File: src/rtl/devq_pkg.sv
// ----------------------------------------------------------------------------
// devq_pkg
// Shared types, sizes and helpers for the device event queue with its
// event memory.
// ----------------------------------------------------------------------------
package devq_pkg;

   // Queue and event memory sizes
   localparam int QUEUE_DEPTH  = 8;
   localparam int MEMORY_SLOTS = 6;
   localparam int MEM_BYTES    = 1 + 3 * MEMORY_SLOTS;

   localparam int QIDX_W = (QUEUE_DEPTH > 1) ? $clog2(QUEUE_DEPTH) : 1;
   localparam int CNT_W  = $clog2(QUEUE_DEPTH + 1);
   localparam int SUM_W  = CNT_W + 1;

   // Event memory byte constants
   localparam logic [7:0] STATUS_BASE = 8'h80;
   localparam logic [7:0] QUAL_BASE   = 8'hC2;

   // Request actions
   typedef enum logic [2:0] {
      ACT_TRIGGER = 3'd0,
      ACT_READ    = 3'd1,
      ACT_WRITE   = 3'd2,
      ACT_POP     = 3'd3,
      ACT_PEEK    = 3'd4
   } action_type;

   // Sequencer states, one-hot
   typedef enum logic [3:0] {
      ST_IDLE  = 4'b0001,
      ST_APPLY = 4'b0010,
      ST_WALK  = 4'b0100,
      ST_DONE  = 4'b1000
   } state_type;

   // One queue entry
   typedef struct packed {
      logic [15:0] code;
      logic [1:0]  kind;
   } entry_type;

   // Circular index advance; idx + n stays below twice the depth
   function automatic logic [QIDX_W-1:0] wrap_add(input logic [QIDX_W-1:0] idx,
                                                  input logic [CNT_W-1:0]  n);
      logic [SUM_W-1:0] sum;
      sum = SUM_W'(idx) + SUM_W'(n);
      if (sum >= SUM_W'(QUEUE_DEPTH)) begin
         sum = sum - SUM_W'(QUEUE_DEPTH);
      end
      return QIDX_W'(sum);
   endfunction

   // Active-slot mask for the n oldest events, capped at the slot count
   function automatic logic [MEMORY_SLOTS-1:0] slot_mask(input logic [CNT_W-1:0] n);
      logic [MEMORY_SLOTS-1:0] mask;
      for (int i = 0; i < MEMORY_SLOTS; i++) begin
         mask[i] = (int'(n) > i);
      end
      return mask;
   endfunction

endpackage

File: src/rtl/device_event_queue_with_event_memory.sv
// ----------------------------------------------------------------------------
// device_event_queue_with_event_memory
// Circular event queue with a frozen-on-read event memory image.
// ----------------------------------------------------------------------------
// A request is taken when start is high and busy is low; busy then stays high
// until the result has been shown. After the request is applied, the sequencer
// walks the events queued after it (0 to 8 at a queue depth of 8) in the queue
// RAM one entry per cycle through its single read port, taking the highest
// severity and, when the event memory is rebuilt, the six oldest events on the
// same pass. The result is on the rsp_ ports for exactly one cycle, marked by
// rsp_valid; it cannot be held off, so the receiver must take it in that cycle.
module device_event_queue_with_event_memory (
   input  logic                 clock,
   input  logic                 reset,
   input  logic                 start,
   output logic                 busy,
   input  devq_pkg::action_type req_action,
   input  logic [15:0]          req_event_code,
   input  logic [1:0]           req_event_type,
   input  logic [7:0]           req_address,
   output logic                 rsp_valid,
   output logic [7:0]           rsp_read_data,
   output logic                 rsp_event_flag,
   output logic                 rsp_events_pending,
   output logic [1:0]           rsp_highest_severity,
   output logic                 rsp_head_valid,
   output logic [15:0]          rsp_head_code,
   output logic [1:0]           rsp_head_type
);
   import devq_pkg::*;

   // Sequencer and queue control
   state_type               state_ff, state_in;
   logic [QIDX_W-1:0]       oldest_ff, oldest_in;
   logic [QIDX_W-1:0]       next_ff, next_in;
   logic [CNT_W-1:0]        count_ff, count_in;
   logic                    frozen_ff, frozen_in;
   logic                    flag_ff, flag_in;
   logic                    rebuild_ff, rebuild_in;
   logic                    head_cap_ff, head_cap_in;
   logic [CNT_W-1:0]        walk_idx_ff, walk_idx_in;
   logic                    cap_valid_ff, cap_valid_in;
   logic [CNT_W-1:0]        cap_idx_ff, cap_idx_in;
   logic [MEMORY_SLOTS-1:0] active_ff, active_in;
   logic [1:0]              sev_ff, sev_in;
   logic                    head_valid_ff, head_valid_in;

   // Request and result payload
   action_type              act_ff;
   logic [15:0]             code_ff;
   logic [1:0]              kind_ff;
   logic [7:0]              addr_ff;
   logic [15:0]             head_code_ff, head_code_in;
   logic [1:0]              head_type_ff, head_type_in;

   // Queue RAM
   entry_type               qmem [QUEUE_DEPTH];
   entry_type               rdata_ff;
   logic [QIDX_W-1:0]       raddr;
   logic                    wr_en;

   // Event memory slots
   logic [15:0]             slot_code_ff [MEMORY_SLOTS];
   logic [1:0]              slot_type_ff [MEMORY_SLOTS];
   logic                    slot_wr;

   logic [CNT_W-1:0]        acked;
   logic [CNT_W-1:0]        remain;
   logic                    issue;
   logic [7:0]              rd_byte;

   assign acked  = (int'(count_ff) > MEMORY_SLOTS) ? CNT_W'(MEMORY_SLOTS) : count_ff;
   assign remain = count_ff - acked;
   assign issue  = (walk_idx_ff < count_ff);

   // Sequencer next state and queue bookkeeping
   always_comb begin
      state_in      = state_ff;
      oldest_in     = oldest_ff;
      next_in       = next_ff;
      count_in      = count_ff;
      frozen_in     = frozen_ff;
      flag_in       = flag_ff;
      rebuild_in    = rebuild_ff;
      head_cap_in   = head_cap_ff;
      walk_idx_in   = walk_idx_ff;
      cap_valid_in  = 1'b0;
      cap_idx_in    = walk_idx_ff;
      active_in     = active_ff;
      sev_in        = sev_ff;
      head_valid_in = head_valid_ff;
      head_code_in  = head_code_ff;
      head_type_in  = head_type_ff;
      raddr         = wrap_add(oldest_ff, walk_idx_ff);
      wr_en         = 1'b0;
      slot_wr       = 1'b0;

      unique case (state_ff)
         ST_IDLE: begin
            if (start) begin
               state_in = ST_APPLY;
            end
         end

         ST_APPLY: begin
            state_in      = ST_WALK;
            rebuild_in    = 1'b0;
            head_cap_in   = 1'b0;
            walk_idx_in   = '0;
            sev_in        = '0;
            head_valid_in = 1'b0;
            head_code_in  = '0;
            head_type_in  = '0;
            raddr         = oldest_ff;
            unique case (act_ff)
               ACT_TRIGGER: begin
                  wr_en   = 1'b1;
                  next_in = wrap_add(next_ff, CNT_W'(1));
                  if (int'(count_ff) >= QUEUE_DEPTH) begin
                     oldest_in = wrap_add(oldest_ff, CNT_W'(1));
                  end else begin
                     count_in = count_ff + CNT_W'(1);
                  end
                  if (!frozen_ff) begin
                     rebuild_in = 1'b1;
                     active_in  = slot_mask(count_in);
                  end
                  flag_in = 1'b1;
               end
               ACT_READ: begin
                  if (int'(addr_ff) < MEM_BYTES && !frozen_ff && count_ff != '0) begin
                     rebuild_in = 1'b1;
                     frozen_in  = 1'b1;
                     active_in  = slot_mask(count_ff);
                  end
               end
               ACT_WRITE: begin
                  if (addr_ff == 8'd0) begin
                     oldest_in = wrap_add(oldest_ff, acked);
                     count_in  = remain;
                     if (remain != '0) begin
                        rebuild_in = 1'b1;
                        frozen_in  = 1'b1;
                        flag_in    = 1'b1;
                        active_in  = slot_mask(remain);
                     end else begin
                        frozen_in = 1'b0;
                        flag_in   = 1'b0;
                        active_in = '0;
                     end
                  end
               end
               ACT_POP, ACT_PEEK: begin
                  if (count_ff != '0) begin
                     head_valid_in = 1'b1;
                     head_cap_in   = 1'b1;
                     if (act_ff == ACT_POP) begin
                        oldest_in = wrap_add(oldest_ff, CNT_W'(1));
                        count_in  = count_ff - CNT_W'(1);
                     end
                  end
               end
               default: begin
               end
            endcase
         end

         ST_WALK: begin
            // head entry was read in the apply cycle
            if (head_cap_ff) begin
               head_code_in = rdata_ff.code;
               head_type_in = rdata_ff.kind;
               head_cap_in  = 1'b0;
            end
            // one queue read issued per cycle, captured the next
            if (issue) begin
               walk_idx_in  = walk_idx_ff + CNT_W'(1);
               cap_valid_in = 1'b1;
            end
            if (cap_valid_ff) begin
               if (rdata_ff.kind > sev_ff) begin
                  sev_in = rdata_ff.kind;
               end
               slot_wr = rebuild_ff && (int'(cap_idx_ff) < MEMORY_SLOTS);
            end
            if (!issue && !cap_valid_ff) begin
               state_in = ST_DONE;
            end
         end

         ST_DONE: begin
            state_in = ST_IDLE;
         end

         default: begin
            state_in = ST_IDLE;
         end
      endcase
   end

   // Control registers
   always_ff @(posedge clock) begin
      if (reset) begin
         state_ff      <= ST_IDLE;
         oldest_ff     <= '0;
         next_ff       <= '0;
         count_ff      <= '0;
         frozen_ff     <= 1'b0;
         flag_ff       <= 1'b0;
         rebuild_ff    <= 1'b0;
         head_cap_ff   <= 1'b0;
         walk_idx_ff   <= '0;
         cap_valid_ff  <= 1'b0;
         cap_idx_ff    <= '0;
         active_ff     <= '0;
         sev_ff        <= '0;
         head_valid_ff <= 1'b0;
      end else begin
         state_ff      <= state_in;
         oldest_ff     <= oldest_in;
         next_ff       <= next_in;
         count_ff      <= count_in;
         frozen_ff     <= frozen_in;
         flag_ff       <= flag_in;
         rebuild_ff    <= rebuild_in;
         head_cap_ff   <= head_cap_in;
         walk_idx_ff   <= walk_idx_in;
         cap_valid_ff  <= cap_valid_in;
         cap_idx_ff    <= cap_idx_in;
         active_ff     <= active_in;
         sev_ff        <= sev_in;
         head_valid_ff <= head_valid_in;
      end
   end

   // Request capture and head result
   always_ff @(posedge clock) begin
      if (state_ff == ST_IDLE && start) begin
         act_ff  <= req_action;
         code_ff <= req_event_code;
         kind_ff <= req_event_type;
         addr_ff <= req_address;
      end
      head_code_ff <= head_code_in;
      head_type_ff <= head_type_in;
   end

   // Queue RAM: one write port, one registered read port
   always_ff @(posedge clock) begin
      if (wr_en) begin
         qmem[next_ff] <= '{code: code_ff, kind: kind_ff};
      end
      rdata_ff <= qmem[raddr];
   end

   // Event memory slot fill during the walk
   always_ff @(posedge clock) begin
      if (slot_wr) begin
         slot_code_ff[cap_idx_ff[$clog2(MEMORY_SLOTS + 1)-1:0]] <= rdata_ff.code;
         slot_type_ff[cap_idx_ff[$clog2(MEMORY_SLOTS + 1)-1:0]] <= rdata_ff.kind;
      end
   end

   // Event memory byte view; inactive slots and an empty image read as zero
   always_comb begin
      rd_byte = '0;
      if (act_ff == ACT_READ) begin
         if (addr_ff == 8'd0 && active_ff != '0) begin
            rd_byte = STATUS_BASE | 8'(active_ff);
         end
         for (int i = 0; i < MEMORY_SLOTS; i++) begin
            if (active_ff[i]) begin
               if (addr_ff == 8'(1 + 3 * i)) begin
                  rd_byte = QUAL_BASE | {2'b00, slot_type_ff[i], 4'b0000};
               end
               if (addr_ff == 8'(2 + 3 * i)) begin
                  rd_byte = slot_code_ff[i][15:8];
               end
               if (addr_ff == 8'(3 + 3 * i)) begin
                  rd_byte = slot_code_ff[i][7:0];
               end
            end
         end
      end
   end

   // Result ports
   assign busy                 = (state_ff != ST_IDLE);
   assign rsp_valid            = (state_ff == ST_DONE);
   assign rsp_read_data        = rd_byte;
   assign rsp_event_flag       = flag_ff;
   assign rsp_events_pending   = (count_ff != '0);
   assign rsp_highest_severity = sev_ff;
   assign rsp_head_valid       = head_valid_ff;
   assign rsp_head_code        = head_code_ff;
   assign rsp_head_type        = head_type_ff;

   // Checks
   a_strobe_single: assert property (@(posedge clock) disable iff (reset)
      rsp_valid |=> !rsp_valid)
      else $error("result strobe longer than one cycle");

   a_take_busy: assert property (@(posedge clock) disable iff (reset)
      (start && !busy) |=> busy)
      else $error("request taken but block not busy");

   a_count_range: assert property (@(posedge clock) disable iff (reset)
      int'(count_ff) <= QUEUE_DEPTH)
      else $error("queue count above depth");

   a_empty_severity: assert property (@(posedge clock) disable iff (reset)
      (rsp_valid && !rsp_events_pending) |-> (rsp_highest_severity == 2'd0))
      else $error("severity nonzero with empty queue");

   a_head_empty: assert property (@(posedge clock) disable iff (reset)
      (rsp_valid && !rsp_head_valid) |-> (rsp_head_code == 16'd0 && rsp_head_type == 2'd0))
      else $error("head fields set without a head event");

endmodule
File: config.mk
export PLATFORM = sky130hd
export DESIGN_NAME = device_event_queue_with_event_memory
export DESIGN_NICKNAME = d
export VERILOG_FILES = /design/src/rtl/devq_pkg.sv /design/src/rtl/device_event_queue_with_event_memory.sv
export SDC_FILE = /design/constraint.sdc
export NUM_CORES = 1
export LEC_CHECK = 0
export BUFFER_PORTS_ARGS = -buffer_cell sky130_fd_sc_hd__buf_2
export CAP_MARGIN = 15
export CORE_ASPECT_RATIO = 2
export CORE_MARGIN = 2
export CORE_UTILIZATION = 45
export CTS_BUF_LIST = sky130_fd_sc_hd__clkbuf_8
export CTS_CLUSTER_DIAMETER = 80
export CTS_CLUSTER_SIZE = 25
export DETAILED_ROUTE_END_ITERATION = 16
export SETUP_SLACK_MARGIN = 0.02
export SLEW_MARGIN = 20
export SYNTH_ARGS = -nofsm -noshare
export SYNTH_HDL_FRONTEND = slang
export SYNTH_SLANG_ARGS = --single-unit
File: constraint.sdc
create_clock -name clock -period 3.15 [get_ports clock]
set_input_delay 0.4725 -clock clock [delete_from_list [all_inputs] [get_ports clock]]
set_output_delay 0.4725 -clock clock [all_outputs]
set_load 0.02 [all_outputs]
==> impl_metrics.toml, run 1 <==
[outcome]
status = "finished with violations"
violations = "setup timing"

[timing]
max_slew.worst_pin.slew_ns = 0.7377
period_needed_ns = 3.281
setup_viol = 7
setup_ws_ns = -0.1305
period_share_pct = 104.1
finalHoldViolations = 0
clock_skew_ns = 0.04191
fmax_mhz = 304.8
slew_headroom_pct = 50.75
slew_violations = 0
grt_setup_unrepaired = "yes"

[clock_tree]
clkTransAtPathRegs_ns = 0.15
worstSkewPairLatency_ns = 0.59
htree_num_levels = 1
cts_sinks = 353
clockRootBuffer = "clkbuf_8"
cts_tree = "done"
numCtsBuffers = 18
cts_buffer_depth = 3
cts_hold_buf = 0

[synthesis]
yosys.area.top_type = "edfxtp_1"
synthSimpleGateAreaFrac_pct = 13.50
yosysWarnings = 0
synthMostInstantiatedCell = "edfxtp_1"
avgSynthCellArea_um2 = 13.70
postSynthCellCount = 1084
ys_ff_latch = 353
ys_types = 80
synth_area_um2 = 14850
synth-adder-area-share_pct = 1.617
async_flop_share_pct = 0
synth_edf_count = 299
ys_seq_area_share_pct = 67.73
synth_xor_area_share_pct = 0.3538
synthTopCellsByCount = "edfxtp_1 (299), a211oi_1 (88), and3_1 (77)"
synth_area_leaders = "edfxtp_1 (60%), dfxtp_1 (7.3%), a211oi_1 (4.4%)"
synth_top_family_by_area = "simple AND/OR/NAND/NOR gates"
synth_compound_area_share_pct = 11.79
synthFlopType = "edfxtp_1"
synthMuxAreaShare_pct = 2.241
yosys.area.top_type_share_pct = 60.45
synthesis.nets = 1134

[setup_path]
slowest_delay_ns = 0.59
cp_top_family = "simple AND/OR/NAND/NOR gates"
r2r.worst_path.cells = 6
path_buf_inv = 3
setup.worst_path.end_class = "output pin"
cp_max_fo = 5
cp.depth = 8
cp.required_ns = 2.68
cp.arrival_ns = 2.81
crit_path_start_kind = "flip-flop"
path_class = "flip-flop to output pin"
cp_slowest_cell = "or4_4"
path_cells = "or4_4, buf_6, nor4b_4, buf_4, a22o_1, o211ai_1, a31oi_1, buf_2"

[grt]
grt_pass1_vias = 9655
grt_use_total_pct = 21.02
grt_max_degree = 41
antenna_found_initial = 1
grt_pass1_wl_um = 55460
overflow = 0

[finish]
fin_nets = 1222
postLayoutCoreUtil_pct = 50.65
fillCellCount = 2903
area_growth_syn_to_layout_pct = 11.51
final_cells = 1615
drive_gt1_share_pct = 18.87

[floorplan]
initial_utilization_pct = 45.43
fp.dieH_um = 260.9
die_w_um = 132.5
ioPinCount = 65
dieArea_um2 = 34560
rows = 94
core_area_um2 = 32700

[routing]
detail_route.iter0.violations = 590
antenna_left = 0
post_drt_wl_per_cell_um = 22.64
first_pass_iters = 5
drc_errors = 0
vias = 9435
via_per_inst = 5.842
routed_wirelength_um = 36570

[hold_path]
holdPathStages = 1
hold_class = "input pin to flip-flop"

[flow_run]
drv_cap = 0

[power_and_ir_drop]
p_per_area_nw_per_um2 = 452.7
p_leak_nw = 5.464
vdd.ir_drop.worst_mv = 0.3011

[placement]
post-dp-hpwl_um = 24750
dpl.cell_count = 1571
io_buffers = 64
place.gp.congestion = 0.9122
## area by class of cell
| class | instances | area (um^2) | area share, % |
|---|---|---|---|
| clock buffers | 19 | 261.5 | 1.579 |
| diodes | 1 | 2.502 | 0.01511 |
| clock inverters | 11 | 58.81 | 0.3551 |
| flip-flops and latches | 353 | 10060 | 60.74 |
| repair buffers | 139 | 963.4 | 5.817 |
| inverters | 21 | 78.83 | 0.4759 |
| multi-input cells | 639 | 4597 | 27.76 |
| well taps | 432 | 540.5 | 3.264 |
## kinds of logic after synthesis
group | Yosys count
adders and majority gates | 18
muxes | 30
DFF | 353
xor gates and xnor gates | 6
AOI/OAI and AO/OA | 245
and+or+nand+nor | 340
buffers and inverters | 92
## registers in the layout, summed over array words and instances (netlist names), 2 cells and up
signal,count
act_ff,3
oldest_ff,3
next_ff,3
kind_ff,2
cap_idx_ff,4
cap_idx_in,4
rsp_highest_severity,2
state_ff,4
code_ff,16
active_ff,6
slot_type_ff,12
slot_code_ff,96
count_ff,4
rsp_head_type,2
qmem,144
addr_ff,8
rdata_ff,18
rsp_head_code,16
## per-stage QoR
step / area (um^2) / hold slack (ns) / power, W / setup WS, ns / setup TNS (ns)
6_report: 16560 / 0.04356 / 0.007498 / -0.1305 / -0.4845
2_1_floorplan: 14860 / 0.4473 / 0.005477 / 0.1616 / 0
5_1_grt: 16560 / 0.009266 / 0.007754 / -0.2178 / -1.240
3_5_place_dp: 15950 / 0.4597 / 0.005648 / 0.1700 / 0
3_3_place_gp: 15950 / 0.4582 / 0.005645 / 0.2087 / 0
4_1_cts: 16450 / 0.007849 / 0.007555 / -0.1848 / -1.129
## per-layer routing
layer  routed length [um]  vias up  share of wire, %  global-route usage (%)
met5                    0        -                 0                       0
met4                 1585        0               4.3                   10.07
met3                 1227       95               3.4                   2.071
met2                20420      257                56                   41.22
met1                13340     4678                36                   22.23
li1                     -     4405                 -                       -
## final timing paths
check / to / start / slack, ns
setup / recovery: rsp_read_data[4] / addr_ff[5] / -0.13
hold / removal: addr_ff[0] / req_address[0] / 0.04
setup reg to reg: active_ff[4] / count_ff[3] / 0.46
hold reg to reg: rsp_head_valid / rsp_head_valid / 0.47
## cells in the final DEF, fill, tap and decap left out, types with 22 or more instances in the layout
cell      count
edfxtp_1    299
a211oi_1     85
and3_1       77
buf_4        69
buf_2        59
dfxtp_1      54
nand2_1      39
nor2_1       37
inv_1        29
o21ai_0      24
mux2i_1      22
a21oi_1      22
## power by group
group | switching, W | internal [W] | total, W
registers | 0.0000743 | 0.00511 | 0.00519
logic | 0.000238 | 0.000145 | 0.000383
clock network | 0.00135 | 0.000584 | 0.00193
## worst reg2reg max path: cells and delay by family (launching register included)
| kind | cells | cell delay (ns) |
|---|---|---|
| flip-flops | 1 | 0.83 |
| AND/OR/NAND/NOR | 3 | 0.74 |
| AO/OA/AOI/OAI | 2 | 0.66 |
| adder cells (fa/ha/maj) | 1 | 0.32 |
## repair_timing
action | CTS | global route
pin swaps | 15 | 9
resized for setup | 28 | 16
setup endpoints to repair | 8 | 8
setup buffers | 7 | 5
cloned | 0 | 1
No activity file was read; power rests on OpenSTA's default activity.
==> run 2: changes to the inputs <==
CAP_MARGIN = 25   (was 15)
SKIP_CTS_REPAIR_TIMING = 1   (was not set)
==> run 2 against run 1 <==
The run still ends with setup timing left; clock power about the same; fmax down 0.75%; combinational power fell by 1%; setup slack worse by 0.025 ns; die area unchanged; sequential cell count is the same; core utilization decreased by 0.25 points; sequential share of layout area up 0.30 points; wire length fell by 0.22%; cell count fell by 0.19%.
==> impl_metrics.toml, run 2 (synthesis results as in run 1) <==
[outcome]
status = "finished with violations"
violations = "setup timing"

[timing]
clock_skew_ns = 0.04142
finalHoldViolations = 0
setup_viol = 7
period_share_pct = 104.9
slew_violations = 0
max_slew.worst_pin.slew_ns = 0.7486
fmax_mhz = 302.5
whs_ns = 0.04088
slew_headroom_pct = 50.03
period_needed_ns = 3.305
grt_setup_unrepaired = "yes"
setup_ws_ns = -0.1553

[floorplan]
ioPinCount = 65
dieArea_um2 = 34560
core_area_um2 = 32700
initial_utilization_pct = 45.43
die_w_um = 132.5
fp.dieH_um = 260.9
rows = 94

[grt]
grt_pass1_vias = 9613
grt_pass1_wl_um = 55270
grt_use_total_pct = 20.95
antenna_found_initial = 1
grt_max_degree = 41
overflow = 0

[setup_path]
path_class = "flip-flop to output pin"
cp_max_fo = 7
crit_path_start_kind = "flip-flop"
cp.required_ns = 2.68
setup.worst_path.end_class = "output pin"
cp.arrival_ns = 2.83
rrSetupSlack_ns = 0.46

[clock_tree]
cts_tree = "done"
cts_sinks = 353
htree_num_levels = 1
clkTransAtPathRegs_ns = 0.15
clockRootBuffer = "clkbuf_8"
numCtsBuffers = 18
cts_buffer_depth = 3
worstSkewPairLatency_ns = 0.59

[routing]
first_pass_iters = 5
antenna_left = 0
drc_errors = 0
post_drt_wl_per_cell_um = 22.64
detail_route.iter0.violations = 613
vias = 9393
routed_wirelength_um = 36490
via_per_inst = 5.827

[finish]
postLayoutCoreUtil_pct = 50.40
fillCellCount = 2908
largest_register_ffs = 144
regArea_um2 = 10060
layout_commonest_cell = "edfxtp_1"
top_register = "qmem"
mostFrequentLayoutCells = "edfxtp_1 (299), a211oi_1 (87), and3_1 (77)"
area_growth_syn_to_layout_pct = 10.95
multiInputGateArea_um2 = 4563
fin_nets = 1219
drive_gt1_share_pct = 18.24

[placement]
post-dp-hpwl_um = 24750
io_buffers = 64
dp_slack_ns = 0.1700
place.gp.congestion = 0.9122

[power_and_ir_drop]
finalPower_w = 0.007494
vdd.ir_drop.worst_mv = 0.2992
p_per_area_nw_per_um2 = 454.7
p_leak_nw = 5.446

[flow_run]
drv_cap = 0

[hold_path]
hold_class = "input pin to flip-flop"
[run 2: path summary, 6_finish.rpt]
path	start	end	cells past startpoint
worst max register to register	count_ff[3]	active_ff[4]	6
worst min register to register	rsp_head_valid	rsp_head_valid	2
worst min-delay path	req_address[0]	addr_ff[0]	1
worst max-delay path	addr_ff[5]	rsp_read_data[0]	6
[run 2: cell type report]
class / count / area share [%]
Antenna cell: 1 / 0.01518
Sequential cell: 353 / 61.04
Multi-Input combinational cell: 639 / 27.69
Clock inverter: 11 / 0.3568
Tap cell: 432 / 3.280
Timing Repair Buffer: 136 / 5.550
Clock buffer: 19 / 1.587
Inverter: 21 / 0.4783
[run 2: worst max-delay path: stages, from the launching register on]
cell	delay, ns
edfxtp_1	0.43
or4_4	0.60
or4_4	0.59
o22ai_1	0.16
a211oi_1	0.06
a21oi_1	0.22
buf_4	0.18
[run 2: metrics by stage]
step / cells / TNS (ns) / area (um^2)
3_5_place_dp: 1571 / 0 / 15950
2_1_floorplan: 1084 / 0 / 14860
3_3_place_gp: 1571 / 0 / 15950
4_1_cts: 1601 / -3.298 / 16270
6_report: 1612 / -0.7673 / 16480
5_1_grt: 1612 / -1.490 / 16480
[run 2: per-layer routing]
metal	wire, um	GRT usage, %
met1	13340	22.12
met2	20350	41.19
met3	1264	2.129
met4	1539	9.797
met5	0	0
[run 2: power by group]
group          switching, W  internal [W]  leakage, nW
clock               0.00135      0.000584        0.192
combinational      0.000236      0.000142         2.14
sequential        0.0000741       0.00511         3.12
total               0.00166       0.00584         5.45
